--- src/rtl/hfcf_pkg.sv ---
package hfcf_pkg;

    // fixed field widths
    localparam int MAX_CLASSES = 3;
    localparam int IDX_W       = 2;
    localparam int Q_W         = 16;
    localparam int CODE_W      = 8;
    localparam int ROW_W       = 48;
    localparam int CODES_W     = 24;
    localparam int NORM_W      = 18;
    localparam int Y_W         = 18;
    localparam int U_W         = 20;
    localparam int Z_W         = 21;
    localparam int BELIEF_W    = 17;
    localparam int PROD_W      = 36;
    localparam int CFG_IDX_W   = 8;

    localparam logic [NORM_W-1:0] NORM_MAX = 18'h3FFFF;

    // configuration register indexes
    localparam logic [CFG_IDX_W-1:0] CFG_TRANS0 = 8'd0;
    localparam logic [CFG_IDX_W-1:0] CFG_TRANS1 = 8'd1;
    localparam logic [CFG_IDX_W-1:0] CFG_TRANS2 = 8'd2;
    localparam logic [CFG_IDX_W-1:0] CFG_CONF0  = 8'd3;
    localparam logic [CFG_IDX_W-1:0] CFG_CONF1  = 8'd4;
    localparam logic [CFG_IDX_W-1:0] CFG_CONF2  = 8'd5;
    localparam logic [CFG_IDX_W-1:0] CFG_PRIOR  = 8'd6;
    localparam logic [CFG_IDX_W-1:0] CFG_CODES  = 8'd7;

    // register reset values
    localparam logic [ROW_W-1:0]   ROW0_RST  = 48'h0000_0000_FFFF;
    localparam logic [ROW_W-1:0]   ROW1_RST  = 48'h0000_FFFF_0000;
    localparam logic [ROW_W-1:0]   ROW2_RST  = 48'hFFFF_0000_0000;
    localparam logic [ROW_W-1:0]   PRIOR_RST = 48'h5555_5555_5555;
    localparam logic [CODES_W-1:0] CODES_RST = 24'h02_01_00;

    // sequencer states
    typedef enum logic [3:0] {
        ST_IDLE,
        ST_MAP,
        ST_TRANS,
        ST_WEIGHT,
        ST_DIV_START,
        ST_DIV_WAIT,
        ST_WINDOW,
        ST_MEAN_START,
        ST_MEAN_WAIT,
        ST_OUT
    } state_t;

    // q0.16 entry j of a packed row
    function automatic logic [Q_W-1:0] entry16(input logic [ROW_W-1:0] w,
                                              input logic [IDX_W-1:0] j);
        return w[Q_W*j +: Q_W];
    endfunction

    // detector code of index j
    function automatic logic [CODE_W-1:0] code8(input logic [CODES_W-1:0] c,
                                               input logic [IDX_W-1:0] j);
        return c[CODE_W*j +: CODE_W];
    endfunction

endpackage

--- src/rtl/hfcf_div.sv ---
module hfcf_div #(
    parameter int NUM_W  = 23,
    parameter int DEN_W  = 21,
    parameter int STEP_W = 5
) (
    input  logic              clk,
    input  logic              rst_n,
    input  logic              start,
    input  logic [DEN_W-1:0]  rem_init,
    input  logic [NUM_W-1:0]  num,
    input  logic [STEP_W-1:0] steps,
    input  logic [DEN_W-1:0]  den,
    output logic              done,
    output logic [NUM_W-1:0]  quot
);

    logic [DEN_W-1:0]  rem_reg;
    logic [NUM_W-1:0]  num_reg;
    logic [NUM_W-1:0]  quot_reg;
    logic [DEN_W-1:0]  den_reg;
    logic [STEP_W-1:0] cnt_reg;
    logic              run_reg;
    logic              done_reg;

    logic [DEN_W:0]    trial;
    logic              ge;
    logic [DEN_W-1:0]  rem_next;

    // one restoring step per cycle, remainder stays below the divisor
    assign trial    = {rem_reg, num_reg[NUM_W-1]};
    assign ge       = (trial >= {1'b0, den_reg});
    assign rem_next = ge ? DEN_W'(trial - {1'b0, den_reg}) : DEN_W'(trial);

    // control
    always_ff @(posedge clk or negedge rst_n)
    begin
        if (!rst_n)
        begin
            run_reg  <= 1'b0;
            done_reg <= 1'b0;
            cnt_reg  <= '0;
        end
        else if (start)
        begin
            run_reg  <= 1'b1;
            done_reg <= 1'b0;
            cnt_reg  <= steps;
        end
        else if (run_reg)
        begin
            cnt_reg <= cnt_reg - STEP_W'(1);
            if (cnt_reg == STEP_W'(1))
            begin
                run_reg  <= 1'b0;
                done_reg <= 1'b1;
            end
        end
        else
        begin
            done_reg <= 1'b0;
        end
    end

    // datapath
    always_ff @(posedge clk)
    begin
        if (start)
        begin
            rem_reg  <= rem_init;
            num_reg  <= num;
            den_reg  <= den;
            quot_reg <= '0;
        end
        else if (run_reg)
        begin
            rem_reg  <= rem_next;
            num_reg  <= {num_reg[NUM_W-2:0], 1'b0};
            quot_reg <= {quot_reg[NUM_W-2:0], ge};
        end
    end

    assign done = done_reg;
    assign quot = quot_reg;

endmodule

--- src/rtl/hmm_forward_class_filter.sv ---
// hmm forward class filter
// keeps a belief over up to three classes and updates it once per detection
// input channel s_*: one detection per request; s_tready is high only while
// the block is idle, the request is taken when s_tvalid and s_tready are high
// output channel m_*: one result per detection, held in an output register
// config channel cfg_*: always ready, write only while the block is idle
// an item runs the mapping products, the transition products (once started)
// and the weighting products on the one shared 18x18 multiplier, then one
// division per class (skipped when the sum is zero) and one mean division on
// the serial divider, plus the request, window and output-load steps
// the next item is taken as soon as the result sits in the output register,
// a stalled receiver holds the result there and the sequencer waits in its
// last step until the register is free
// reset clears the belief, the window count, sum and pointer and restores
// the configuration registers; the window entries are not cleared, an entry
// is only read back after it has been written
module hmm_forward_class_filter #(
    parameter int NUM_CLASSES  = 3,
    parameter int WINDOW_DEPTH = 16
) (
    input  logic        clk,
    input  logic        rst_n,
    // detected_code[7:0], confidence0[23:8], confidence1[39:24], confidence2[55:40]
    input  logic [55:0] s_tdata,
    // single_confidence
    input  logic        s_tuser,
    input  logic        s_tvalid,
    output logic        s_tready,
    // likely_code[7:0], likely_index[9:8], mean_normalizer[27:10], zero[31:28]
    output logic [31:0] m_tdata,
    // unknown_code
    output logic        m_tuser,
    output logic        m_tvalid,
    input  logic        m_tready,
    input  logic        cfg_valid,
    output logic        cfg_ready,
    input  logic [7:0]  cfg_index,
    input  logic [47:0] cfg_data
);

    localparam int CNT_W     = $clog2(WINDOW_DEPTH + 1);
    localparam int PTR_W     = (WINDOW_DEPTH > 1) ? $clog2(WINDOW_DEPTH) : 1;
    localparam int SUM_W     = hfcf_pkg::NORM_W + CNT_W;
    localparam int STEP_W    = $clog2(SUM_W + 1);
    localparam int SHARE_DIV = NUM_CLASSES - 1;
    localparam int Q_W       = hfcf_pkg::Q_W;
    localparam int IDX_W     = hfcf_pkg::IDX_W;
    localparam int MAXC      = hfcf_pkg::MAX_CLASSES;

    // configuration registers
    logic [hfcf_pkg::ROW_W-1:0]   trans_reg [MAXC];
    logic [hfcf_pkg::ROW_W-1:0]   conf_reg  [MAXC];
    logic [hfcf_pkg::ROW_W-1:0]   prior_reg;
    logic [hfcf_pkg::CODES_W-1:0] codes_reg;

    // sequencer and datapath registers
    hfcf_pkg::state_t state_reg, state_next;
    logic [IDX_W-1:0]             i_reg;
    logic [IDX_W-1:0]             j_reg;
    logic [Q_W-1:0]               x_reg      [MAXC];
    logic [hfcf_pkg::Y_W-1:0]     y_reg      [MAXC];
    logic [hfcf_pkg::Y_W-1:0]     w_reg      [MAXC];
    logic [hfcf_pkg::U_W-1:0]     u_reg      [MAXC];
    logic [hfcf_pkg::BELIEF_W-1:0] belief_reg [MAXC];
    logic [hfcf_pkg::PROD_W-1:0]  acc_reg;
    logic [hfcf_pkg::Z_W-1:0]     z_reg;
    logic                         q16_reg;
    logic                         started_reg;
    logic                         unknown_reg;
    logic [hfcf_pkg::NORM_W-1:0]  mean_reg;
    logic [PTR_W-1:0]             ptr_reg;
    logic [CNT_W-1:0]             cnt_reg;
    logic [SUM_W-1:0]             sum_reg;
    logic [hfcf_pkg::NORM_W-1:0]  rd_reg;
    logic [hfcf_pkg::NORM_W-1:0]  normalizer_window [WINDOW_DEPTH];
    logic                         m_tvalid_reg;
    logic [31:0]                  m_tdata_reg;
    logic                         m_tuser_reg;

    // combinational signals
    logic [Q_W-1:0]               conf_in [MAXC];
    logic [IDX_W-1:0]             idx_in;
    logic                         unk_in;
    logic [Q_W:0]                 share;
    logic [Q_W-1:0]               share_sat;
    logic [Q_W-1:0]               x_in    [MAXC];
    logic [hfcf_pkg::Y_W-1:0]     mul_a;
    logic [hfcf_pkg::Y_W-1:0]     mul_b;
    logic [hfcf_pkg::PROD_W-1:0]  prod;
    logic [hfcf_pkg::PROD_W-1:0]  acc_sum;
    logic [hfcf_pkg::U_W-1:0]     u_new;
    logic                         last_i;
    logic                         last_j;
    logic                         accept;
    logic                         out_free;
    logic                         z_zero;
    logic [hfcf_pkg::NORM_W-1:0]  zs;
    logic [hfcf_pkg::BELIEF_W-1:0] best;
    logic [IDX_W-1:0]             arg;
    logic                         div_start;
    logic [hfcf_pkg::Z_W-1:0]     div_rem_init;
    logic [SUM_W-1:0]             div_num;
    logic [STEP_W-1:0]            div_steps;
    logic [hfcf_pkg::Z_W-1:0]     div_den;
    logic                         div_done;
    logic [SUM_W-1:0]             div_quot;

    assign cfg_ready = 1'b1;

    // configuration writes
    always_ff @(posedge clk or negedge rst_n)
    begin
        if (!rst_n)
        begin
            trans_reg[0] <= hfcf_pkg::ROW0_RST;
            trans_reg[1] <= hfcf_pkg::ROW1_RST;
            trans_reg[2] <= hfcf_pkg::ROW2_RST;
            conf_reg[0]  <= hfcf_pkg::ROW0_RST;
            conf_reg[1]  <= hfcf_pkg::ROW1_RST;
            conf_reg[2]  <= hfcf_pkg::ROW2_RST;
            prior_reg    <= hfcf_pkg::PRIOR_RST;
            codes_reg    <= hfcf_pkg::CODES_RST;
        end
        else if (cfg_valid)
        begin
            unique case (cfg_index)
                hfcf_pkg::CFG_TRANS0: trans_reg[0] <= cfg_data;
                hfcf_pkg::CFG_TRANS1: trans_reg[1] <= cfg_data;
                hfcf_pkg::CFG_TRANS2: trans_reg[2] <= cfg_data;
                hfcf_pkg::CFG_CONF0:  conf_reg[0]  <= cfg_data;
                hfcf_pkg::CFG_CONF1:  conf_reg[1]  <= cfg_data;
                hfcf_pkg::CFG_CONF2:  conf_reg[2]  <= cfg_data;
                hfcf_pkg::CFG_PRIOR:  prior_reg    <= cfg_data;
                hfcf_pkg::CFG_CODES:  codes_reg    <= cfg_data[hfcf_pkg::CODES_W-1:0];
                default: ;
            endcase
        end
    end

    // request decode: code lookup and observation vector
    assign conf_in[0] = s_tdata[23:8];
    assign conf_in[1] = s_tdata[39:24];
    assign conf_in[2] = s_tdata[55:40];
    assign share      = (Q_W+1)'((17'h10000 - {1'b0, conf_in[0]}) / SHARE_DIV);
    assign share_sat  = share[Q_W] ? {Q_W{1'b1}} : share[Q_W-1:0];

    always_comb
    begin
        idx_in = '0;
        unk_in = 1'b1;
        // scan downward so the first match wins
        for (int k = NUM_CLASSES - 1; k >= 0; k--)
        begin
            if (hfcf_pkg::code8(codes_reg, IDX_W'(k)) == s_tdata[7:0])
            begin
                idx_in = IDX_W'(k);
                unk_in = 1'b0;
            end
        end
        for (int k = 0; k < MAXC; k++)
        begin
            if (s_tuser)
                x_in[k] = (IDX_W'(k) == idx_in) ? conf_in[0] : share_sat;
            else
                x_in[k] = conf_in[k];
        end
    end

    // shared multiplier operand select
    always_comb
    begin
        mul_a = '0;
        mul_b = '0;
        unique case (state_reg)
            hfcf_pkg::ST_MAP:
            begin
                mul_a = hfcf_pkg::Y_W'(hfcf_pkg::entry16(conf_reg[i_reg], j_reg));
                mul_b = hfcf_pkg::Y_W'(x_reg[j_reg]);
            end
            hfcf_pkg::ST_TRANS:
            begin
                mul_a = hfcf_pkg::Y_W'(hfcf_pkg::entry16(trans_reg[i_reg], j_reg));
                mul_b = hfcf_pkg::Y_W'(belief_reg[j_reg]);
            end
            hfcf_pkg::ST_WEIGHT:
            begin
                mul_a = y_reg[i_reg];
                mul_b = started_reg ? w_reg[i_reg]
                      : hfcf_pkg::Y_W'(hfcf_pkg::entry16(prior_reg, i_reg));
            end
            default: ;
        endcase
    end

    assign prod    = hfcf_pkg::PROD_W'(mul_a) * hfcf_pkg::PROD_W'(mul_b);
    assign acc_sum = ((j_reg == '0) ? '0 : acc_reg) + prod;
    assign u_new   = prod[Q_W +: hfcf_pkg::U_W];
    assign last_i  = (i_reg == IDX_W'(NUM_CLASSES - 1));
    assign last_j  = (j_reg == IDX_W'(NUM_CLASSES - 1));
    assign z_zero  = (z_reg == '0);
    assign zs      = (z_reg > hfcf_pkg::Z_W'(hfcf_pkg::NORM_MAX)) ? hfcf_pkg::NORM_MAX
                   : z_reg[hfcf_pkg::NORM_W-1:0];
    assign out_free = !m_tvalid_reg || m_tready;

    // argmax, first strictly largest entry
    always_comb
    begin
        best = '0;
        arg  = '0;
        for (int k = 0; k < NUM_CLASSES; k++)
        begin
            if (belief_reg[k] > best)
            begin
                best = belief_reg[k];
                arg  = IDX_W'(k);
            end
        end
    end

    // next state
    always_comb
    begin
        state_next = state_reg;
        unique case (state_reg)
            hfcf_pkg::ST_IDLE:
                if (s_tvalid)
                    state_next = hfcf_pkg::ST_MAP;
            hfcf_pkg::ST_MAP:
                if (last_i && last_j)
                    state_next = started_reg ? hfcf_pkg::ST_TRANS : hfcf_pkg::ST_WEIGHT;
            hfcf_pkg::ST_TRANS:
                if (last_i && last_j)
                    state_next = hfcf_pkg::ST_WEIGHT;
            hfcf_pkg::ST_WEIGHT:
                if (last_i)
                    state_next = hfcf_pkg::ST_DIV_START;
            hfcf_pkg::ST_DIV_START:
                if (!z_zero)
                    state_next = hfcf_pkg::ST_DIV_WAIT;
                else if (last_i)
                    state_next = hfcf_pkg::ST_WINDOW;
            hfcf_pkg::ST_DIV_WAIT:
                if (div_done)
                    state_next = last_i ? hfcf_pkg::ST_WINDOW : hfcf_pkg::ST_DIV_START;
            hfcf_pkg::ST_WINDOW:
                state_next = hfcf_pkg::ST_MEAN_START;
            hfcf_pkg::ST_MEAN_START:
                state_next = hfcf_pkg::ST_MEAN_WAIT;
            hfcf_pkg::ST_MEAN_WAIT:
                if (div_done)
                    state_next = hfcf_pkg::ST_OUT;
            hfcf_pkg::ST_OUT:
                if (out_free)
                    state_next = hfcf_pkg::ST_IDLE;
            default:
                state_next = hfcf_pkg::ST_IDLE;
        endcase
    end

    // sequencer outputs
    always_comb
    begin
        s_tready     = 1'b0;
        div_start    = 1'b0;
        div_rem_init = '0;
        div_num      = '0;
        div_steps    = STEP_W'(Q_W);
        div_den      = z_reg;
        unique case (state_reg)
            hfcf_pkg::ST_IDLE:
                s_tready = 1'b1;
            hfcf_pkg::ST_DIV_START:
            begin
                // top quotient bit by compare, the other 16 on the divider
                div_start    = !z_zero;
                div_rem_init = (hfcf_pkg::Z_W'(u_reg[i_reg]) >= z_reg)
                             ? hfcf_pkg::Z_W'(u_reg[i_reg]) - z_reg
                             : hfcf_pkg::Z_W'(u_reg[i_reg]);
            end
            hfcf_pkg::ST_MEAN_START:
            begin
                div_start = 1'b1;
                div_num   = sum_reg;
                div_steps = STEP_W'(SUM_W);
                div_den   = hfcf_pkg::Z_W'(cnt_reg);
            end
            default: ;
        endcase
    end

    assign accept = s_tvalid && s_tready;

    // state register
    always_ff @(posedge clk or negedge rst_n)
    begin
        if (!rst_n)
            state_reg <= hfcf_pkg::ST_IDLE;
        else
            state_reg <= state_next;
    end

    // belief and window state
    always_ff @(posedge clk or negedge rst_n)
    begin
        if (!rst_n)
        begin
            belief_reg[0] <= '0;
            belief_reg[1] <= '0;
            belief_reg[2] <= '0;
            started_reg   <= 1'b0;
            ptr_reg       <= '0;
            cnt_reg       <= '0;
            sum_reg       <= '0;
            i_reg         <= '0;
            j_reg         <= '0;
        end
        else
        begin
            unique case (state_reg) inside
                hfcf_pkg::ST_IDLE:
                begin
                    i_reg <= '0;
                    j_reg <= '0;
                end
                hfcf_pkg::ST_MAP, hfcf_pkg::ST_TRANS:
                begin
                    if (last_j)
                    begin
                        j_reg <= '0;
                        i_reg <= last_i ? '0 : i_reg + IDX_W'(1);
                    end
                    else
                    begin
                        j_reg <= j_reg + IDX_W'(1);
                    end
                end
                hfcf_pkg::ST_WEIGHT:
                    i_reg <= last_i ? '0 : i_reg + IDX_W'(1);
                hfcf_pkg::ST_DIV_START:
                begin
                    if (z_zero)
                    begin
                        belief_reg[i_reg] <= '0;
                        i_reg <= last_i ? '0 : i_reg + IDX_W'(1);
                    end
                end
                hfcf_pkg::ST_DIV_WAIT:
                begin
                    if (div_done)
                    begin
                        belief_reg[i_reg] <= {q16_reg, div_quot[Q_W-1:0]};
                        i_reg <= last_i ? '0 : i_reg + IDX_W'(1);
                    end
                end
                hfcf_pkg::ST_WINDOW:
                begin
                    started_reg <= 1'b1;
                    ptr_reg <= (ptr_reg == PTR_W'(WINDOW_DEPTH - 1)) ? '0
                             : ptr_reg + PTR_W'(1);
                    if (cnt_reg >= CNT_W'(WINDOW_DEPTH))
                        sum_reg <= sum_reg - SUM_W'(rd_reg) + SUM_W'(zs);
                    else
                    begin
                        cnt_reg <= cnt_reg + CNT_W'(1);
                        sum_reg <= sum_reg + SUM_W'(zs);
                    end
                end
                default: ;
            endcase
        end
    end

    // arithmetic payload
    always_ff @(posedge clk)
    begin
        unique case (state_reg)
            hfcf_pkg::ST_IDLE:
            begin
                if (accept)
                begin
                    x_reg[0]    <= x_in[0];
                    x_reg[1]    <= x_in[1];
                    x_reg[2]    <= x_in[2];
                    unknown_reg <= unk_in;
                end
            end
            hfcf_pkg::ST_MAP:
            begin
                acc_reg <= acc_sum;
                if (last_j)
                    y_reg[i_reg] <= acc_sum[Q_W +: hfcf_pkg::Y_W];
            end
            hfcf_pkg::ST_TRANS:
            begin
                acc_reg <= acc_sum;
                if (last_j)
                    w_reg[i_reg] <= acc_sum[Q_W +: hfcf_pkg::Y_W];
            end
            hfcf_pkg::ST_WEIGHT:
            begin
                u_reg[i_reg] <= u_new;
                z_reg <= ((i_reg == '0) ? '0 : z_reg) + hfcf_pkg::Z_W'(u_new);
            end
            hfcf_pkg::ST_DIV_START:
                q16_reg <= (hfcf_pkg::Z_W'(u_reg[i_reg]) >= z_reg);
            hfcf_pkg::ST_MEAN_WAIT:
                if (div_done)
                    mean_reg <= div_quot[hfcf_pkg::NORM_W-1:0];
            default: ;
        endcase
    end

    // normalizer window memory with registered read
    always_ff @(posedge clk)
    begin
        if (state_reg == hfcf_pkg::ST_WINDOW)
            normalizer_window[ptr_reg] <= zs;
        rd_reg <= normalizer_window[ptr_reg];
    end

    // shared serial divider
    hfcf_div #(
        .NUM_W  (SUM_W),
        .DEN_W  (hfcf_pkg::Z_W),
        .STEP_W (STEP_W)
    ) u_div (
        .clk      (clk),
        .rst_n    (rst_n),
        .start    (div_start),
        .rem_init (div_rem_init),
        .num      (div_num),
        .steps    (div_steps),
        .den      (div_den),
        .done     (div_done),
        .quot     (div_quot)
    );

    // output register
    always_ff @(posedge clk or negedge rst_n)
    begin
        if (!rst_n)
            m_tvalid_reg <= 1'b0;
        else if (state_reg == hfcf_pkg::ST_OUT && out_free)
            m_tvalid_reg <= 1'b1;
        else if (m_tready)
            m_tvalid_reg <= 1'b0;
    end

    always_ff @(posedge clk)
    begin
        if (state_reg == hfcf_pkg::ST_OUT && out_free)
        begin
            m_tdata_reg <= {4'b0, mean_reg, arg, hfcf_pkg::code8(codes_reg, arg)};
            m_tuser_reg <= unknown_reg;
        end
    end

    assign m_tvalid = m_tvalid_reg;
    assign m_tdata  = m_tdata_reg;
    assign m_tuser  = m_tuser_reg;

endmodule

--- config.mk ---
export PLATFORM = sky130hd
export DESIGN_NAME = hmm_forward_class_filter
export DESIGN_NICKNAME = d
export VERILOG_FILES = /design/src/rtl/hfcf_pkg.sv /design/src/rtl/hfcf_div.sv /design/src/rtl/hmm_forward_class_filter.sv
export SDC_FILE = /design/constraint.sdc
export NUM_CORES = 2
export LEC_CHECK = 0
export ABC_CLOCK_PERIOD_IN_PS = 9700
export BUFFER_PORTS_ARGS = -buffer_cell sky130_fd_sc_hd__clkbuf_2
export CAP_MARGIN = 20
export CORE_MARGIN = 1
export CORE_UTILIZATION = 58
export CTS_BUF_LIST = sky130_fd_sc_hd__clkbuf_2 sky130_fd_sc_hd__clkbuf_4 sky130_fd_sc_hd__clkbuf_8
export DETAILED_ROUTE_END_ITERATION = 12
export HOLD_SLACK_MARGIN = 0.08
export PLACE_DENSITY = 0.82
export SYNTH_ARGS = -nofsm -noshare
export SYNTH_HDL_FRONTEND = slang
export SYNTH_HIERARCHICAL = 1
export SYNTH_SLANG_ARGS = --single-unit
--- constraint.sdc ---
create_clock -name clk -period 9.7 [get_ports clk]
set_clock_uncertainty 0.2 [all_clocks]
set_input_delay 2.91 -clock clk [delete_from_list [all_inputs] [get_ports clk]]
set_output_delay 2.91 -clock clk [all_outputs]
set_load 0.03 [all_outputs]
**Word-level counts from Yosys, hierarchy flattened**

Memory sizes are Yosys's and may differ from the RTL's. A register that Yosys moved wholly into a read port is not among the register bits.
Index checks and enable logic that the tools add are counted.

- Bitwise operators: 5
- Order comparisons: 10
- Multiplexer cells: 91
- Shift operators: 4
- $mul: 1
- $add $sub $neg: 13
- Reductions and logical operators: 34
- Equal/unequal tests: 36

Operators with widths:

| kind | number |
|---|---|
| binary-select mux 48 bit (select 2 bit) | 2 |
| 2-to-1 mux 48 bit | 4 |
| variable part select 48 x 7 -> 16 bit | 3 |
| 2-to-1 mux 21 bit | 6 |
| 2-to-1 mux 16 bit | 7 |
| one-hot mux 18 bit (3 select lines) | 2 |
| 2-to-1 mux 51 bit | 2 |
| one-hot mux 51 bit (2 select lines) | 1 |
| 2-to-1 mux 23 bit | 4 |
| 2-to-1 mux 17 bit | 5 |
| AND 51 bit | 1 |
| bitwise mux 51 bit | 1 |
| inverter 51 bit | 1 |
| adder 23 x 18 -> 23 bit | 2 |
| 2-to-1 mux 4 bit | 10 |
| one-hot mux 4 bit (10 select lines) | 1 |
| adder 36 bit | 1 |
| multiplier 18 x 18 -> 36 bit | 1 |
| 2-to-1 mux 18 bit | 2 |
| 2-to-1 mux 36 bit | 1 |
| binary-select mux 17 bit (select 2 bit) | 1 |
| demux 17 bit (select 2 bit) | 1 |
| > comparator 17 bit | 2 |
| equality test 8 x 3 -> 1 bit (second input constant) | 4 |
| other kinds (54) | 129 |

- Memories kept: 5
- RAM bits: 504
- Register bits after elaboration: 649
- Input bits: 118
- Word-level logic and storage cells: 233
- Output and inout port bits: 36

Memories:

| name | depth | bits a word | read ports | clocked after Yosys merged registers in | write ports | RTL line | source |
|---|---|---|---|---|---|---|---|
| normalizer_window | 16 | 18 | 1 | 1 | 1 | hmm_forward_class_filter.sv:75 | `logic [hfcf_pkg::NORM_W-1:0] normalizer_window [WINDOW_DEPTH];` |
| u_reg | 3 | 20 | 1 | 0 | 1 | hmm_forward_class_filter.sv:63 | `logic [hfcf_pkg::U_W-1:0] u_reg [MAXC];` |
| w_reg | 3 | 18 | 1 | 0 | 1 | hmm_forward_class_filter.sv:62 | `logic [hfcf_pkg::Y_W-1:0] w_reg [MAXC];` |
| y_reg | 3 | 18 | 1 | 0 | 1 | hmm_forward_class_filter.sv:61 | `logic [hfcf_pkg::Y_W-1:0] y_reg [MAXC];` |
| x_reg | 3 | 16 | 1 | 0 | 3 | hmm_forward_class_filter.sv:60 | `logic [Q_W-1:0] x_reg [MAXC];` |

**Logic depth before layout (Yosys ltp)**

- Word-level depth: 9
- Gate-level depth with buffers: 47
- Depth with buffers taken out: 44

**Modules after synthesis**

Netlist, hierarchy kept.

By module, submodules not included:

| module | area an instance (um^2) | instances | cells each | seq. area each (um^2) |
|---|---|---|---|---|
| hmm_forward_class_filter | 63,096.8 | 1 | 5,373 | 30,106.4 |
| hfcf_div | 5,282.6 | 1 | 492 | 2,587.5 |

**Least setup slack after synthesis**

OpenSTA, ideal clock, no wires.

- Kind: flip-flop to flip-flop
- From: reg state_reg[3]
- To: reg z_reg[20] (netlist name), data pin
- Buffers on the path: 2
- Arrival: 9.441 ns
- Required time: 9.238 ns
- Library setup time: 0.262 ns
- Cell stages (with the launch flop): 36
- Path slack: -0.203 ns
- Period minus slack after synthesis: 9.903 ns
- Cell sequence: dfrtp_1 -> nor2_1 -> o21ai_0 -> clkinv_1 -> clkbuf_1 -> nand2_1 -> o21ai_1 -> clkbuf_1 -> nand2_1 -> fa_1 -> fa_1 -> fa_1 -> inv_1 -> fa_1 -> fa_1 -> inv_1 -> fa_1 -> inv_1 -> ha_1 -> and4_1 -> a41o_1 -> a21oi_1 -> o21ai_0 -> o21ai_0 -> nand2b_1 -> a21oi_1 -> xnor2_1 -> ha_1 -> and2_1 -> o21ai_0 -> o21ai_0 -> o21a_1 -> a2111o_1 -> a31o_1 -> a21oi_1 -> xor2_1

- Cells in the longest elaborated chain, start to end: 4
- Elaborated cells between the ends (all ways): 7
- Those cells by class: 1 x add/sub; 1 x mul; 3 x eq/ne; 2 x mux

RTL lines:

| item | RTL line | source |
|---|---|---|
| start, declared | hmm_forward_class_filter.sv:57 | `hfcf_pkg::state_t state_reg, state_next;` |
| start signal, assigned | hmm_forward_class_filter.sv:297 | `state_reg <= hfcf_pkg::ST_IDLE;` |
| start signal, assigned | hmm_forward_class_filter.sv:299 | `state_reg <= state_next;` |
| equality test 4 x 2 -> 1 bit or equality test 4 x 1 -> 1 bit (tied branches) | hmm_forward_class_filter.sv:174 | `unique case (state_reg)` |
| one-hot mux 18 bit (3 select lines) | hmm_forward_class_filter.sv:174 |  |
| multiplier 18 x 18 -> 36 bit * | hmm_forward_class_filter.sv:195 | `assign prod = hfcf_pkg::PROD_W'(mul_a) * hfcf_pkg::PROD_W'(mul_b);` |
| net prod, one bit | hmm_forward_class_filter.sv:89 | `logic [hfcf_pkg::PROD_W-1:0] prod;` |
| adder 21 x 20 -> 21 bit * | hmm_forward_class_filter.sv:402 | `z_reg <= ((i_reg == '0) ? '0 : z_reg) + hfcf_pkg::Z_W'(u_new);` |
| end signal, assigned | hmm_forward_class_filter.sv:402 |  |
| end, declared | hmm_forward_class_filter.sv:66 | `logic [hfcf_pkg::Z_W-1:0] z_reg;` |

Mark *: on every way through the listed nets, which the timed path passes. The rest lies on a longest branch.
A chain may end at the register's enable or synchronous reset.

**Final worst setup path**

- From: reg i_reg[0]
- To: reg acc_reg[33] (netlist name), data pin

- Cells in the longest elaborated chain, start to end: 8
- Elaborated cells between the ends (all ways): 17
- Those cells by class: 1 x add/sub; 1 x mul; 3 x shift; 9 x mux; 1 x bitwise; 2 x memory

RTL lines:

| item | RTL line | source |
|---|---|---|
| start, declared | hmm_forward_class_filter.sv:58 | `logic [IDX_W-1:0] i_reg;` |
| start signal, assigned | hmm_forward_class_filter.sv:330 | `i_reg <= last_i ? '0 : i_reg + IDX_W'(1);` |
| start signal, assigned | hmm_forward_class_filter.sv:338 | `i_reg <= last_i ? '0 : i_reg + IDX_W'(1);` |
| start signal, assigned | hmm_forward_class_filter.sv:344 | `i_reg <= last_i ? '0 : i_reg + IDX_W'(1);` |
| inverter 2 -> 3 bit (not written as such) | hmm_forward_class_filter.sv:177, hmm_forward_class_filter.sv:182 |  |
| binary-select mux 48 bit (select 2 bit) (on tied branches) | hmm_forward_class_filter.sv:182, hmm_forward_class_filter.sv:177 |  |
| 2-to-1 mux 48 bit (on tied branches) (2 in series) | hmm_forward_class_filter.sv:182, hmm_forward_class_filter.sv:177 |  |
| variable part select 48 x 7 -> 16 bit | hfcf_pkg.sv:54 | `return w[Q_W*j +: Q_W];` |
| one-hot mux 18 bit (3 select lines) | hmm_forward_class_filter.sv:174 |  |
| multiplier 18 x 18 -> 36 bit * | hmm_forward_class_filter.sv:195 |  |
| net prod, one bit | hmm_forward_class_filter.sv:89 |  |
| adder 36 bit * | hmm_forward_class_filter.sv:196 | `assign acc_sum = ((j_reg == '0) ? '0 : acc_reg) + prod;` |
| net acc_sum, one bit | hmm_forward_class_filter.sv:90 | `logic [hfcf_pkg::PROD_W-1:0] acc_sum;` |
| end signal, assigned | hmm_forward_class_filter.sv:389 | `acc_reg <= acc_sum;` |
| end signal, assigned | hmm_forward_class_filter.sv:395 | `acc_reg <= acc_sum;` |
| end, declared | hmm_forward_class_filter.sv:65 | `logic [hfcf_pkg::PROD_W-1:0] acc_reg;` |

Mark *: on every way through the listed nets, which the timed path passes. The rest lies on a longest branch. The select of a mux whose other input is x is not followed.

==> metrics <==
CP max FO=7; antenna-violating nets left=0; fmax=0.103 GHz; final hold vios=0; Clock Root Buffer=clkbuf_8; Top Ports=154; Area Overhead vs Synth=18.3%; initial antenna violation count=9; Final Non-Filler Cells=8191; post-layout min period=9.74 ns; gpl congestion=0.995; fin nets=7189; core area=116000 um2; outcome=finished with violations; fraction of layout cells with a size suffix above 1=30.5%; grt ovf=0; Worst Hold Depth=0; vias in the first global route=50.0k; Synthesis Warnings=6; Critical Path Max Stage Delay=0.56 ns; PD cells=129 nW/um2; CP max stage cell=dfrtp_4; syn_area_per_cell=11.7 um2; drt total wl=196000 um; TritonCTS Sinks=1169; DRC viols=0; critical path's most frequent cell=fa_1; CP Class=reg2reg; unrepaired setup endpoints after global routing=true; drt wl/cell=24.0 um; final setup margin=-0.0396 ns; Worst-Margin Slew=1.14 ns; Worst EP required=10.21 ns; first-pass GRT wire length=291000 um; clk slew on worst S/H paths=0.07 ns; clock buffer depth=3; failing checks=setup timing; max-slew violation count=0; Leakage=32.5 nW; DIE WIDTH=345 um; starting density of the core=58.6%; Final TNS setup=-0.257 ns; crit start category=flop; CTS Buf Count=185; largest net degree at the start of global routing=160; final setup fails=7; Final Util=69.4%; Final period util=100%; HP Class=reg2reg; clk_lat worst skew=0.95 ns; CTS HTree Levels=4; Tot Pwr=10.4 mW; max_cap viols=0; Row Count=125; Vias=50.4k; mapped cell area=68200 um2; endpoint class of the critical path=flop; max_slew headroom=24.2%; cell total after placement=7740; Reg2Reg Depth=42; GRT Util Overall=32.1%; CTS tree=yes; Syn Inst Count=5850; VDD IR max=0.000128 V; initial drt markers=5596; Pre-Repair DR Iteration Count=7; # port buffers=148; die height=345 um; CP arrival=10.25 ns; post-DP HPWL=133000 um; max FFs per register=288; drt via density=6.15; die area=119000 um2
[layout make-up]
| type | instances | area (um2) |
|---|---|---|
| Antenna cell | 4 | 10.0 |
| Clock buffer | 274 | 3410 |
| Clock inverter | 75 | 811 |
| Fill cell | 7606 | 35600 |
| Inverter | 482 | 1820 |
| Multi-Input combinational cell | 3917 | 34100 |
| Sequential cell | 1169 | 32600 |
| Tap cell | 1524 | 1910 |
| Timing Repair Buffer | 746 | 6070 |
[path summary, 6_finish.rpt]
| path | slack (ns) | to | from |
|---|---|---|---|
| worst max-delay path | -0.04 | acc_reg[33]$_DFFE_PN_ | i_reg[0]$_DFFE_PN0P_ |
| worst min-delay path | 0.22 | m_tdata[27]$_DFFE_PP_ | mean_reg[17]$_DFFE_PP_ |
| worst max register to register | -0.04 | acc_reg[33]$_DFFE_PN_ | i_reg[0]$_DFFE_PN0P_ |
| worst min register to register | 0.22 | m_tdata[27]$_DFFE_PP_ | mean_reg[17]$_DFFE_PP_ |
| max in group asynchronous | 5.88 | i_reg[1]$_DFFE_PN0P_ | rst_n |
| min in group asynchronous | 1.84 | u_div/cnt_reg[4]$_DFFE_PN0P_ | rst_n |
[power by group]
group          switching, mW  internal (mW)
Combinational          0.173          0.123
Clock                   2.08           2.64
Sequential            0.0506           5.31
[worst max-delay path, delay by kind of cell, from the launching register on]
| family | cells | cell delay, ns |
|---|---|---|
| buffers and inverters | 12 | 1.31 |
| muxes | 1 | 0.25 |
| DFF | 1 | 0.56 |
| AOI/OAI and AO/OA | 13 | 2.66 |
| xor gates and xnor gates | 2 | 0.46 |
| adders and majority gates | 8 | 3.50 |
| and+or+nand+nor | 6 | 0.57 |
[per-layer routing]
layer  vias to the layer above  track usage, %  routed length, um
met4                         8            12.2               8670
met3                       565            7.13              20000
met2                      2817            50.5              90600
met5                         -               0                 51
met1                     25000            43.5              77100
li1                      21900               -                  -
[placed cells by master (no fill, tap or decap), drive strengths merged, types with 50 or more instances in the layout]
cell type	count
nor3	74
a21o	73
nor2b	84
dfrtp	338
clkinv	50
mux2i	276
a211oi	56
a21oi	248
mux4	90
xor2	67
nor2	454
and2	52
fa	279
nand2	543
ha	291
clkbuf	425
o21ai	293
mux2	425
edfxtp	673
buf	594
nand3	51
xnor2	113
o211ai	69
inv	487
dfstp	122
[timing repair]
action / CTS / global route
pin swaps: 41 / 143
endpoints found under the setup margin: 84 / 106
setup buffers: 26 / 61
gates resized for setup: 99 / 289
hold buffers: 0 / 0
gates cloned: 3 / 4
[stage by stage]
| stage | hold slack (ns) | setup WS [ns] | area [um2] |
|---|---|---|---|
| finish | 0.216 | -0.0396 | 80700 |
| global route | 0.225 | -0.190 | 80700 |
| CTS | 0.204 | 0.00279 | 78800 |
| detailed placement | 0.205 | -0.647 | 73900 |
| global placement | 0.201 | -0.458 | 73900 |
| floorplan | 0.200 | 0.138 | 68200 |
Power figures use the tool's default switching activity.
